==> config.mk <==
export PLATFORM = sky130hd
export DESIGN_NAME = button_press_classifier_core
export DESIGN_NICKNAME = d
export VERILOG_FILES = /design/src/rtl/bpc_pkg.sv /design/src/rtl/bpc_lane.sv /design/src/rtl/bpc_merge.sv /design/src/rtl/button_press_classifier_core.sv
export SDC_FILE = /design/constraint.sdc
export NUM_CORES = 1
export LEC_CHECK = 0
export BUFFER_PORTS_ARGS = -buffer_cell sky130_fd_sc_hd__buf_2
export CAP_MARGIN = 20
export CORE_UTILIZATION = 50
export DETAILED_ROUTE_END_ITERATION = 10
export PLACE_DENSITY_LB_ADDON = 0.15
export SYNTH_ARGS = -nofsm -noshare
export SYNTH_HDL_FRONTEND = slang
export SYNTH_HIERARCHICAL = 1
export SYNTH_SLANG_ARGS = --single-unit
==> constraint.sdc <==
create_clock -name clk -period 4.8 [get_ports clk]
set_clock_uncertainty 0.1 [all_clocks]
set_input_delay 0.48 -clock clk [delete_from_list [all_inputs] [get_ports clk]]
set_output_delay 0.48 -clock clk [all_outputs]
set_load 0.02 [all_outputs]
==> src/rtl/bpc_pkg.sv <==
// ----------------------------------------------------------------------------
// bpc_pkg
// Shared types, constants and the event priority encoder for the button
// press classifier.
// ----------------------------------------------------------------------------
package bpc_pkg;

    localparam int NUM_BTN   = 3;
    localparam int HOLD_W    = 8;
    localparam int LIMIT_W   = 8;
    localparam int IDLE_W    = 16;
    localparam int BRIGHT_W  = 8;
    localparam int CODE_W    = 3;
    localparam int CFG_IDX_W = 3;
    localparam int CFG_DAT_W = 16;

    localparam logic [HOLD_W-1:0] HOLD_MAX = 8'd255;

    // Button lanes and flag bit positions
    localparam int BTN_LEFT  = 0;
    localparam int BTN_RIGHT = 1;
    localparam int BTN_OK    = 2;

    // Configuration register indexes
    localparam logic [CFG_IDX_W-1:0] REG_SHORT_LIMIT = 3'd0;
    localparam logic [CFG_IDX_W-1:0] REG_LONG_LIMIT  = 3'd1;
    localparam logic [CFG_IDX_W-1:0] REG_IDLE_LIMIT  = 3'd2;
    localparam logic [CFG_IDX_W-1:0] REG_NORMAL_BRT  = 3'd3;
    localparam logic [CFG_IDX_W-1:0] REG_DIM_BRT     = 3'd4;

    // Configuration reset values
    localparam logic [LIMIT_W-1:0]  RST_SHORT_LIMIT = 8'd50;
    localparam logic [LIMIT_W-1:0]  RST_LONG_LIMIT  = 8'd100;
    localparam logic [IDLE_W-1:0]   RST_IDLE_LIMIT  = 16'd6000;
    localparam logic [BRIGHT_W-1:0] RST_NORMAL_BRT  = 8'd255;
    localparam logic [BRIGHT_W-1:0] RST_DIM_BRT     = 8'd1;

    // Event codes
    localparam logic [CODE_W-1:0] EV_NONE        = 3'd0;
    localparam logic [CODE_W-1:0] EV_OK_SHORT    = 3'd1;
    localparam logic [CODE_W-1:0] EV_RIGHT_LONG  = 3'd2;
    localparam logic [CODE_W-1:0] EV_LEFT_LONG   = 3'd3;
    localparam logic [CODE_W-1:0] EV_LEFT_SHORT  = 3'd4;
    localparam logic [CODE_W-1:0] EV_RIGHT_SHORT = 3'd5;
    localparam logic [CODE_W-1:0] EV_OK_LONG     = 3'd6;

    typedef struct packed {
        logic [LIMIT_W-1:0]  short_limit;
        logic [LIMIT_W-1:0]  long_limit;
        logic [IDLE_W-1:0]   idle_limit;
        logic [BRIGHT_W-1:0] normal_brightness;
        logic [BRIGHT_W-1:0] dim_brightness;
    } cfg_t;

    typedef struct packed {
        logic short_hit;
        logic long_hit;
    } lane_hit_t;

    typedef struct packed {
        logic [CODE_W-1:0]   event_code;
        logic [BRIGHT_W-1:0] backlight_level;
        logic                backlight_dimmed;
    } result_t;

    function automatic logic [CODE_W-1:0] pending_code(
        input logic [NUM_BTN-1:0] short_flags,
        input logic [NUM_BTN-1:0] long_flags
    );
        logic [CODE_W-1:0] code;
        code = EV_NONE;
        if (short_flags[BTN_OK])
            code = EV_OK_SHORT;
        else if (long_flags[BTN_RIGHT])
            code = EV_RIGHT_LONG;
        else if (long_flags[BTN_LEFT])
            code = EV_LEFT_LONG;
        else if (short_flags[BTN_LEFT])
            code = EV_LEFT_SHORT;
        else if (short_flags[BTN_RIGHT])
            code = EV_RIGHT_SHORT;
        else if (long_flags[BTN_OK])
            code = EV_OK_LONG;
        return code;
    endfunction

endpackage

==> src/rtl/bpc_lane.sv <==
// ----------------------------------------------------------------------------
// bpc_lane
// One button lane: hold counter with saturation and release classification.
// ----------------------------------------------------------------------------
module bpc_lane (
    input  logic                          clk,
    input  logic                          rst_n,
    input  logic                          tick,
    input  logic                          level,
    input  logic [bpc_pkg::LIMIT_W-1:0]   short_limit,
    input  logic [bpc_pkg::LIMIT_W-1:0]   long_limit,
    output bpc_pkg::lane_hit_t            hit
);
    import bpc_pkg::*;

    logic [HOLD_W-1:0] count_reg;
    logic [HOLD_W-1:0] count_next;
    logic              released;

    // Pin is active low: high level on a tick means release
    assign released = tick && level;

    always_comb
    begin
        hit.short_hit = 1'b0;
        hit.long_hit  = 1'b0;
        if (released)
        begin
            if ((count_reg != '0) && (count_reg < short_limit))
                hit.short_hit = 1'b1;
            else if ((count_reg > long_limit) && (count_reg < HOLD_MAX))
                hit.long_hit = 1'b1;
        end
    end

    always_comb
    begin
        count_next = count_reg;
        if (released)
            count_next = '0;
        else if (tick && (count_reg < HOLD_MAX))
            count_next = count_reg + 1'b1;
    end

    always_ff @(posedge clk or negedge rst_n)
    begin
        if (!rst_n)
            count_reg <= '0;
        else
            count_reg <= count_next;
    end

endmodule

==> src/rtl/bpc_merge.sv <==
// ----------------------------------------------------------------------------
// bpc_merge
// Merging stage: sticky press flags, priority encoding, acknowledge and
// backlight idle timer. Produces the result of the current transaction.
// ----------------------------------------------------------------------------
module bpc_merge (
    input  logic                                     clk,
    input  logic                                     rst_n,
    input  logic                                     accept,
    input  logic                                     ack,
    input  bpc_pkg::cfg_t                            cfg,
    input  bpc_pkg::lane_hit_t [bpc_pkg::NUM_BTN-1:0] hits,
    output bpc_pkg::result_t                         res
);
    import bpc_pkg::*;

    logic [NUM_BTN-1:0]  short_flags_reg;
    logic [NUM_BTN-1:0]  short_flags_next;
    logic [NUM_BTN-1:0]  long_flags_reg;
    logic [NUM_BTN-1:0]  long_flags_next;
    logic [IDLE_W-1:0]   idle_count_reg;
    logic [IDLE_W-1:0]   idle_count_next;
    logic [BRIGHT_W-1:0] level_reg;
    logic [BRIGHT_W-1:0] level_next;
    logic                dimmed_reg;
    logic                dimmed_next;
    logic [IDLE_W-1:0]   idle_inc;
    logic [CODE_W-1:0]   shown_code;
    logic [CODE_W-1:0]   new_code;

    assign shown_code = pending_code(short_flags_reg, long_flags_reg);
    assign idle_inc   = idle_count_reg + 1'b1;

    always_comb
    begin
        short_flags_next = short_flags_reg;
        long_flags_next  = long_flags_reg;
        if (accept)
        begin
            if (ack)
            begin
                // Drop the flag behind the event on display
                case (shown_code)
                    EV_OK_SHORT:    short_flags_next[BTN_OK]    = 1'b0;
                    EV_RIGHT_LONG:  long_flags_next[BTN_RIGHT]  = 1'b0;
                    EV_LEFT_LONG:   long_flags_next[BTN_LEFT]   = 1'b0;
                    EV_LEFT_SHORT:  short_flags_next[BTN_LEFT]  = 1'b0;
                    EV_RIGHT_SHORT: short_flags_next[BTN_RIGHT] = 1'b0;
                    EV_OK_LONG:     long_flags_next[BTN_OK]     = 1'b0;
                    default:        ;
                endcase
            end
            else
            begin
                for (int i = 0; i < NUM_BTN; i++)
                begin
                    short_flags_next[i] = short_flags_reg[i] | hits[i].short_hit;
                    long_flags_next[i]  = long_flags_reg[i] | hits[i].long_hit;
                end
            end
        end
    end

    assign new_code = pending_code(short_flags_next, long_flags_next);

    always_comb
    begin
        idle_count_next = idle_count_reg;
        level_next      = level_reg;
        dimmed_next     = dimmed_reg;
        if (accept && !ack)
        begin
            if (new_code == EV_NONE)
            begin
                if (idle_inc >= cfg.idle_limit)
                begin
                    idle_count_next = '0;
                    level_next      = cfg.dim_brightness;
                    dimmed_next     = 1'b1;
                end
                else
                begin
                    idle_count_next = idle_inc;
                end
            end
            else
            begin
                idle_count_next = '0;
                level_next      = cfg.normal_brightness;
                dimmed_next     = 1'b0;
            end
        end
    end

    assign res.event_code       = new_code;
    assign res.backlight_level  = level_next;
    assign res.backlight_dimmed = dimmed_next;

    always_ff @(posedge clk or negedge rst_n)
    begin
        if (!rst_n)
        begin
            short_flags_reg <= '0;
            long_flags_reg  <= '0;
            idle_count_reg  <= '0;
            level_reg       <= RST_NORMAL_BRT;
            dimmed_reg      <= 1'b0;
        end
        else
        begin
            short_flags_reg <= short_flags_next;
            long_flags_reg  <= long_flags_next;
            idle_count_reg  <= idle_count_next;
            level_reg       <= level_next;
            dimmed_reg      <= dimmed_next;
        end
    end

endmodule

==> src/rtl/button_press_classifier_core.sv <==
// ----------------------------------------------------------------------------
// button_press_classifier_core
// Short/long press classifier for three buttons with backlight idle dimming.
//
//   channel  | signals                                    | transfer
//   ---------+--------------------------------------------+-------------------
//   input    | in_valid/in_ready, action, *_level         | valid & ready
//   output   | out_valid/out_ready, event_code, backlight | valid & ready
//   config   | cfg_wr_en, cfg_index, cfg_data             | cfg_wr_en high
//
// One transaction per cycle while in_ready is high; the result is computed in
// the accepting cycle and written into the result queue, whose head drives
// the output. The merge stage and, on ticks, the lanes update in that cycle.
// A two-entry result queue decouples the sides: input is taken while it has
// a free slot, so a stalled output costs two items of slack before in_ready
// drops. Reset clears counters, flags and queue; no clearing pass is needed.
// ----------------------------------------------------------------------------
module button_press_classifier_core (
    input  logic                            clk,
    input  logic                            rst_n,
    input  logic                            in_valid,
    output logic                            in_ready,
    input  logic                            action,
    input  logic                            left_level,
    input  logic                            right_level,
    input  logic                            ok_level,
    output logic                            out_valid,
    input  logic                            out_ready,
    output logic [bpc_pkg::CODE_W-1:0]      event_code,
    output logic [bpc_pkg::BRIGHT_W-1:0]    backlight_level,
    output logic                            backlight_dimmed,
    input  logic                            cfg_wr_en,
    input  logic [bpc_pkg::CFG_IDX_W-1:0]   cfg_index,
    input  logic [bpc_pkg::CFG_DAT_W-1:0]   cfg_data
);
    import bpc_pkg::*;

    cfg_t                      cfg_reg;
    cfg_t                      cfg_next;
    lane_hit_t [NUM_BTN-1:0]   hits;
    logic [NUM_BTN-1:0]        levels;
    result_t                   res;
    result_t                   slot0_reg;
    result_t                   slot0_next;
    result_t                   slot1_reg;
    result_t                   slot1_next;
    logic [1:0]                count_reg;
    logic [1:0]                count_next;
    logic                      push;
    logic                      pop;
    logic                      tick;

    assign in_ready  = (count_reg != 2'd2);
    assign out_valid = (count_reg != 2'd0);
    assign push      = in_valid && in_ready;
    assign pop       = out_valid && out_ready;
    assign tick      = push && !action;

    assign levels[BTN_LEFT]  = left_level;
    assign levels[BTN_RIGHT] = right_level;
    assign levels[BTN_OK]    = ok_level;

    // Configuration registers
    always_comb
    begin
        cfg_next = cfg_reg;
        if (cfg_wr_en)
        begin
            case (cfg_index)
                REG_SHORT_LIMIT: cfg_next.short_limit       = cfg_data[LIMIT_W-1:0];
                REG_LONG_LIMIT:  cfg_next.long_limit        = cfg_data[LIMIT_W-1:0];
                REG_IDLE_LIMIT:  cfg_next.idle_limit        = cfg_data[IDLE_W-1:0];
                REG_NORMAL_BRT:  cfg_next.normal_brightness = cfg_data[BRIGHT_W-1:0];
                REG_DIM_BRT:     cfg_next.dim_brightness    = cfg_data[BRIGHT_W-1:0];
                default:         ;
            endcase
        end
    end

    always_ff @(posedge clk or negedge rst_n)
    begin
        if (!rst_n)
        begin
            cfg_reg.short_limit       <= RST_SHORT_LIMIT;
            cfg_reg.long_limit        <= RST_LONG_LIMIT;
            cfg_reg.idle_limit        <= RST_IDLE_LIMIT;
            cfg_reg.normal_brightness <= RST_NORMAL_BRT;
            cfg_reg.dim_brightness    <= RST_DIM_BRT;
        end
        else
        begin
            cfg_reg <= cfg_next;
        end
    end

    for (genvar g = 0; g < NUM_BTN; g++)
    begin : g_lane
        bpc_lane u_lane (
            .clk         (clk),
            .rst_n       (rst_n),
            .tick        (tick),
            .level       (levels[g]),
            .short_limit (cfg_reg.short_limit),
            .long_limit  (cfg_reg.long_limit),
            .hit         (hits[g])
        );
    end

    bpc_merge u_merge (
        .clk    (clk),
        .rst_n  (rst_n),
        .accept (push),
        .ack    (action),
        .cfg    (cfg_reg),
        .hits   (hits),
        .res    (res)
    );

    // Two-entry result queue, slot0 is the head
    always_comb
    begin
        slot0_next = slot0_reg;
        slot1_next = slot1_reg;
        count_next = count_reg;
        case ({push, pop})
            2'b10:
            begin
                if (count_reg == 2'd0)
                    slot0_next = res;
                else
                    slot1_next = res;
                count_next = count_reg + 2'd1;
            end
            2'b01:
            begin
                slot0_next = slot1_reg;
                count_next = count_reg - 2'd1;
            end
            2'b11:
            begin
                if (count_reg == 2'd1)
                    slot0_next = res;
                else
                begin
                    slot0_next = slot1_reg;
                    slot1_next = res;
                end
            end
            default: ;
        endcase
    end

    always_ff @(posedge clk or negedge rst_n)
    begin
        if (!rst_n)
            count_reg <= 2'd0;
        else
            count_reg <= count_next;
    end

    always_ff @(posedge clk)
    begin
        slot0_reg <= slot0_next;
        slot1_reg <= slot1_next;
    end

    assign event_code       = slot0_reg.event_code;
    assign backlight_level  = slot0_reg.backlight_level;
    assign backlight_dimmed = slot0_reg.backlight_dimmed;

endmodule
==> run_results.csv <==
group,metric,value,unit
run_status,status,"completed",
synth,ys_seq_elements,129,
clock_network,h-tree-depth,4,
route,vias,5554,
min_path,hold_class,"input pin to asynchronous set/reset pin",
layout,layout_commonest_cell,"inv_1",
power_and_ir_drop,ir_drop,0.260,mV
clock_network,insertion_delay,0.42,ns
grt,met2_usage,37.2,%
place,placed_area,8110,um^2
sta,post-route-period-util,87.3,%
clock_network,clk_pin_slew_worst_paths,0.06,ns
die,design.core.area,14800,um^2
layout,final_cell_mix,"inv_1 (93), ha_1 (76), dfrtp_1 (75)",
power_and_ir_drop,p_total,4.25,mW
job,maxCapViolations,0,
critical_path,endpoint_kind,"register",
route,drt_pass1_iterations,4,
synth,synth.net_count,823,
route,drcViolationCount,0,
layout,largest_register_ffs,48,
die,initial_utilization,52.0,%
grt,antenna_found_initial,0,
place,io_buffers,41,
place,place_congestion,0.869,
die,die_area,15800,um^2
layout,final_util,58.8,%
layout,syn_to_final_growth,13.2,%
sta,drv_slew,0,
grt,grt_overflow,0,
critical_path,required,4.88,ns
clock_network,cts_resized,0,
route,wire_per_inst,17.6,um
critical_path,crit_slowest_cell,"nor4_1",
clock_network,cts_sinks,129,
critical_path,path_cells,"nand3_1 > or3_1 > nor4_1 > xor2_1 > ha_1 > a21oi_1 > o21ai_0 > nand4b_1 > o22a_1 > o21ai_1 > a221oi_1 > a22o_1",
sta,final.setup.tns,0,ns
synth,ys_types,64,
sta,hold_viol,0,
sta,setup_viol,0,
critical_path,start_kind,"register",
synth,synth_area,7670,um^2
layout,nets,876,
route,postRouteWirelength,17100,um
die,ioPinCount,42,
clock_network,cts_made_buffers,17,
clock_network,clk_path_buf_depth,2,
sta,period_minus_slack,4.19,ns
die,die_w,126,um
grt,grt.busiest_layer,"met2",
grt,grt_first_pass_wirelength,28800,um
clock_network,ctsHoldBuffers,0,
grt,grt_pass1_vias,5725,
place,pre_cts_ws,0.624,ns
layout,drive_gt1_share,23.7,%
route,drt_iter0_drc,349,
critical_path,critPathArrivalTime,4.27,ns
critical_path,path_class,"register to register",
grt,grt_use_met1,31.4,%
layout,design_area,8680,um^2
power_and_ir_drop,leakagePower,4.17,nW
synth,synth_ff_type,"dfrtp_1",
synth,async_flop_share,81.4,%
route,detail-route-antenna-nets,0,
sta,layout_setup_ws,0.611,ns
sta,tightest_slew,0.932,ns
power_and_ir_drop,p_per_area,489,nW/um^2
synth,synth_edf_count,24,
synth,ys_seq_area_share,44.2,%
die,rows,44,
grt,grt_max_degree,74,
sta,rsz0062_at_grt,"no",
critical_path,worst-path-max-fanout,8,
sta,maxSlewHeadroom,37.8,%
route,routed_via_density,5.73,
synth,avgSynthCellArea,10.7,um^2
layout,antenna_cells,0,
die,die_h,126,um
grt,track_usage,23.3,%
clock_network,root_buffer,"clkbuf_16",
synth,synth_cells,719,
critical_path,cpPeakStageDelay,0.54,ns
sta,max_freq,239,MHz
grt,grt_util_met3,4.29,%
clock_network,cts_tree,"done",
place,dp_hpwl,12500,um
clock_network,cts_setup_buffers,0,
synth,yosysWarnings,6,
worst max-delay path: cells and delay by family, from the launching register on:
family | cells | cell delay, ns
xor+xnor | 1 | 0.21
fa+ha+maj | 1 | 0.27
compound gates | 6 | 1.53
flops | 1 | 0.43
simple gates | 4 | 1.40
cells by family after synthesis:
kind of cell | count (synthesis) | share of synthesized area, %
XOR/XNOR | 30 | 3.43
AND/OR/NAND/NOR | 186 | 14.0
flip-flops | 129 | 44.2
adder cells (fa/ha/maj) | 76 | 12.4
multiplexers | 49 | 7.20
AO/OA/AOI/OAI | 141 | 13.2
buffers and inverters | 108 | 5.57
path summary, 6_finish.rpt:
path / startpoint / endpoint / slack [ns] / cells past startpoint
worst max-delay path: u_merge/idle_count_reg[4] / backlight_level[0] / 0.61 / 12
worst min-delay path: rst_n / g_lane[0].u_lane/count_reg[6] / 0.09 / 1
worst max register to register: u_merge/idle_count_reg[4] / backlight_level[0] / 0.61 / 12
worst min register to register: cfg_reg[5] / cfg_reg[5] / 0.41 / 1
max in group asynchronous: rst_n / cfg_reg[25] / 3.50 / 2
min in group clk: cfg_data[11] / cfg_reg[27] / 0.19 / 2
power breakdown:
| group | internal [mW] | leakage [nW] | switching [mW] |
|---|---|---|---|
| logic | 0.541 | 2.37 | 0.744 |
| registers | 1.52 | 1.52 | 0.210 |
| clock network | 0.685 | 0.280 | 0.551 |
| total | 2.74 | 4.17 | 1.51 |
cell type report:
type	count	area, um^2
clock buffers	17	425
clock inverters	15	149
fillers	1246	6070
inverters	93	349
multi-input cells	482	3870
flip-flops and latches	129	3390
well taps	184	230
repair buffers	49	272
per-layer routing:
layer,part of all wire (%),up-vias
met1,48,2715
li1,-,2701
met4,2.2,0
met3,3.1,31
met5,0,-
met2,47,107
Yosys cell counts (all sizes together), types with 16 or more instances:
| library cell | count | share of area [%] |
|---|---|---|
| o211ai | 18 | 1.8 |
| inv | 93 | 4.6 |
| edfxtp | 24 | 9.4 |
| xor2 | 17 | 1.9 |
| nor2 | 52 | 2.5 |
| nand4 | 18 | 1.7 |
| o21ai | 16 | 1.0 |
| nand3 | 19 | 1.7 |
| ha | 76 | 12 |
| dfstp | 30 | 10 |
| nand2 | 33 | 1.6 |
| mux2 | 49 | 7.2 |
| a22o | 21 | 2.4 |
| a21oi | 35 | 2.3 |
| dfrtp | 75 | 24 |
stage by stage:
stage / hold WS (ns) / std cells
CTS: 0.129 / 969
global route: 0.145 / 969
detailed placement: 0.396 / 937
floorplan: 0.0844 / 719
global placement: 0.386 / 935
finish: 0.0903 / 969
Power figures use the tool's default switching activity.
